===== config.mk =====
export PLATFORM = sky130hd
export DESIGN_NAME = wcht_ram
export DESIGN_NICKNAME = d
export VERILOG_FILES = /design/src/hw/rtl/wcht_ram.sv
export SDC_FILE = /design/constraint.sdc
export NUM_CORES = 1
export LEC_CHECK = 0
export ABC_AREA = 1
export BUFFER_PORTS_ARGS = -buffer_cell sky130_fd_sc_hd__buf_2
export CAP_MARGIN = 20
export CORE_ASPECT_RATIO = 0.75
export CORE_MARGIN = 2
export CORE_UTILIZATION = 45
export DETAILED_ROUTE_END_ITERATION = 7
export GPL_TIMING_DRIVEN = 0
export PLACE_DENSITY = 0.61
export RECOVER_POWER = 100
export SLEW_MARGIN = 20
export SYNTH_ARGS = -nofsm -noshare
export SYNTH_HDL_FRONTEND = slang
export SYNTH_SLANG_ARGS = --single-unit

===== constraint.sdc =====
create_clock -name i_clk -period 1.5 [get_ports i_clk]
set_clock_uncertainty 0.1 [all_clocks]
set_input_delay 0.3 -clock i_clk [delete_from_list [all_inputs] [get_ports i_clk]]
set_output_delay 0.3 -clock i_clk [all_outputs]
set_load 0.03 [all_outputs]

===== src/hw/rtl/wcht_ram.sv =====
// ----------------------------------------------------------------------------
// wcht_ram
// Simple dual-port synchronous RAM, one write and one registered read port.
// ----------------------------------------------------------------------------
module wcht_ram #(
    parameter int WIDTH = 8,
    parameter int DEPTH = 16
) (
    input  logic                     i_clk,
    input  logic                     i_we,
    input  logic [$clog2(DEPTH)-1:0] i_waddr,
    input  logic [WIDTH-1:0]         i_wdata,
    input  logic                     i_re,
    input  logic [$clog2(DEPTH)-1:0] i_raddr,
    output logic [WIDTH-1:0]         o_rdata
);

    logic [WIDTH-1:0] r_mem [DEPTH];
    logic [WIDTH-1:0] r_rdata;

    always_ff @(posedge i_clk) begin
        if (i_we) begin
            r_mem[i_waddr] <= i_wdata;
        end
        if (i_re) begin
            r_rdata <= r_mem[i_raddr];
        end
    end

    assign o_rdata = r_rdata;

endmodule

* Word level (Yosys, flattened, before mapping)
Memory sizes are Yosys's and may differ from the RTL's. A register that Yosys moved wholly into a read port is not among the register bits. Cells that the tools add are included.
Storage, ports and cells: word-level logic and storage cells 3, memory bits (read-only) 0, memories 1, input port bits 19, register bits 0, bits in writable memories 128, output and inout port bits 8, bits in latches 0
Operators by class: multiplexer cells 2, bitwise gates (word level) 0, divide/modulo/power cells 0, shift-type cells 0, equality and inequality tests 0, $lt $le $gt $ge 0, multiply operators 0, add/subtract/negate cells 0, reductions and logical operators 0
Memory list:
- r_mem | depth 16, width 8, read ports 1, clocked after memory_dff 1, wr ports 1, RTL line 18 | logic [WIDTH-1:0] r_mem [DEPTH];
Operators by type and width (number):
- $mux 1 | 2

* Depth between registers and ports, before layout
depth in word-level cells 2, mapped depth 8, depth with buffers taken out 7

* Worst setup path after synthesis
Ideal clock, no wire load.
kind input port to flip-flop, start input i_waddr[2], end memory r_mem[10][0] (enable), path slack 0.149 ns, stages on the path 2, data required time 1.030 ns, arrival time 0.881 ns, library setup time 0.370 ns, path buffers 0, cell sequence nand3b_1 nor2_1
RTL lines:
- start, declared | RTL line 11 | input logic [$clog2(DEPTH)-1:0] i_waddr,
- end, declared | RTL line 18
Straight into the memory's write port.

* Worst setup path in the final report
start input i_waddr[3], end memory r_mem[7][4] (enable)
Straight into the memory's write port.

==> metrics.txt <==
row cnt=36; Vias=3974; post-cts sizing count=0; number of fill cells=roughly 1.1k; synth-to-layout area growth=16.8%; Worst-Margin Slew=approximately 1.1 ns; die width=136 um; Setup CP Type=in2reg; Area contributors post-synth=edfxtp_1 (70%), nand2_1 (11%), nand3_1 (8.3%), inv_1 (6.4%), buf_6 (1.2%); Final min period=1.50 ns; Worst Setup End Kind=flip-flop; Int Pwr=~7.5 mW; Overflow after GRT=0; CTS Buffer Depth=2; initial antenna violation count=0; Yosys reg bits=about 140; drt via density=5.11; hold slack=around 0.24 ns; ys flop type=edfxtp_1; Comb pwr share=6.2%; most frequent cells after synthesis=nand2_1 (173), edfxtp_1 (136), inv_1 (100); sequential fraction of design power=45.1%; final worst slack=-0.00108 ns; share of layout cells above drive strength 1=about 11%; syn nets=570; Clock power frac=about half; met2 WL=about 6300 um; leak pwr=2.91 nW; drt drc=0; final net count=612; final wirelength=roughly 15000 um; H-tree Lvls=4; largest net degree at the start of global routing=17; Die ar.=13900 um2; Max Freq=around 670 MHz; Tot GR Track Use=22.9%; worst min-delay path class=in2reg; Worst Path Max Fanout=8; Synth Instances=551; Worst-Skew Late Latency=0.42 ns; CORE AREA=between 10000 and 15000 um2; GP Congestion=0.883; DRT iter0 DRCs=455; die height=between 100 and 150 um; Avg Cell Area, Syn=10.6 um2; count leader, synth=nand2_1; register area share after synthesis=between 60% and 70%; count of final hold-check violations=0; Post-synth EDFFs=136; CTS tree=built; multi-input logic area=roughly 1200 um2; top cell type's share of synthesized area=between 60% and 70%; Worst Path Arrival=1.44 ns; Async S/R FF share, synth=0%; port buffer count=23; # hold bufs at CTS=0; uppermost layer routed=met4; I/O pin total=27; antenna violation net count after detailed routing=0; Synth Cell Area=5850 um2; failing checks=negative setup slack; max-cap violation count=0; Worst EP required=1.44 ns; Startpoint Class=input port; total CTS buffers=17; Post-CTS Setup Bufs=0; Sw Ratio=20.9%; Netlist cell types=11; Max Slew Vio Count=0; post-route met1 wirelength=6820 um; worst reg2reg path depth=6; Placement Setup Slack=-0.408 ns; Root Driver=clkbuf_16; number of antenna diodes=0; vias in the first global route=3720; Ys Warns=0; Worst IR Drop VDD=around 0.00082 V; Sink Count=136; post-detail-place hpwl=between 9000 and 10000 um; 1st-pass router iterations=5; count of final setup violators=2; P_sw=1.99 mW; hold path cells=1; RSZ-0062 raised after global routing=true; register area=4080 um2; clock slew seen by the registers of the worst setup and hold paths=0.06 ns; routed length per instance=18.9 um; global-route wire length before repair=22000 um; power density cells=around 1400 nW/um2; Total Neg Setup Slack=-0.00151 ns; starting density of the core=a little under half; Synth area leader=edfxtp_1; met3 wire len=1280 um; relative slew slack=a little under 30%; Tcrit/Tclk final=100%; status=finished, violations left
stage by stage:
| step | util (%) | instance area, um2 | cells | total power, mW |
|---|---|---|---|---|
| after floorplan | - | 5850 | 551 | 4.72 |
| after global placement | 48.1 | 6180 | 745 | 4.96 |
| after detailed placement | 48.1 | 6180 | 745 | 4.97 |
| after CTS | 53.2 | 6840 | 777 | 9.57 |
| after global routing | 53.2 | 6830 | 777 | 9.81 |
| final | 53.2 | 6830 | 777 | 9.54 |
critical path, cell delays in order:
cell	delay, ns
buf_2	0.12
nand3b_1	0.25
nor2_1	0.77
metal layers:
layer | global-route usage, % | up-vias
li1 | - | 1869
met1 | 33.6 | 1918
met2 | 32.3 | 164
met3 | 7.13 | 23
met4 | 8.09 | 0
met5 | 0 | -
layout by cell type (no fill, tap or decap), drive strengths merged:
cell type / count
inv: 102
edfxtp: 136
clkbuf: 40
nand3: 97
bufinv: 6
nor2: 17
clkinv: 5
nand3b: 2
buf: 26
clkinvlp: 2
nand2: 173
power by group through the flow:
stage                     Sequential [mW]  Clock (mW)  Combinational, mW
after floorplan                      4.42           0              0.300
after global placement               4.38           0              0.578
after detailed placement             4.38           0              0.586
after CTS                            4.30        4.67              0.591
after global routing                 4.31        4.84              0.653
final                                4.31        4.64              0.593
kinds of logic after synthesis:
logic type | after synthesis | share of synthesized area (%)
flip-flops | 136 | 69.8
AND/OR/NAND/NOR | 289 | 20.8
buffers and inverters | 126 | 9.39
final timing paths:
check,from,to,slack (ns)
setup reg to reg,r_mem[1][4],o_rdata[4],0.16
setup / recovery,i_waddr[3],r_mem[7][4],-0.001
hold / removal,i_re,o_rdata[1],0.24
hold reg to reg,r_mem[7][2],o_rdata[2],0.67
sequential cells by signal, summed over array words and instances (netlist names):
name	cells
r_mem	128
o_rdata	8
layout make-up:
| type | count | area share [%] |
|---|---|---|
| inverters | 102 | 5.61 |
| well taps | 171 | 3.13 |
| flip-flops and latches | 136 | 59.8 |
| repair buffers | 23 | 1.48 |
| multi-input cells | 289 | 17.9 |
| clock inverters | 13 | 3.32 |
| clock buffers | 19 | 6.34 |
| plain buffers | 24 | 2.44 |
(Power assumes the default switching activity.)
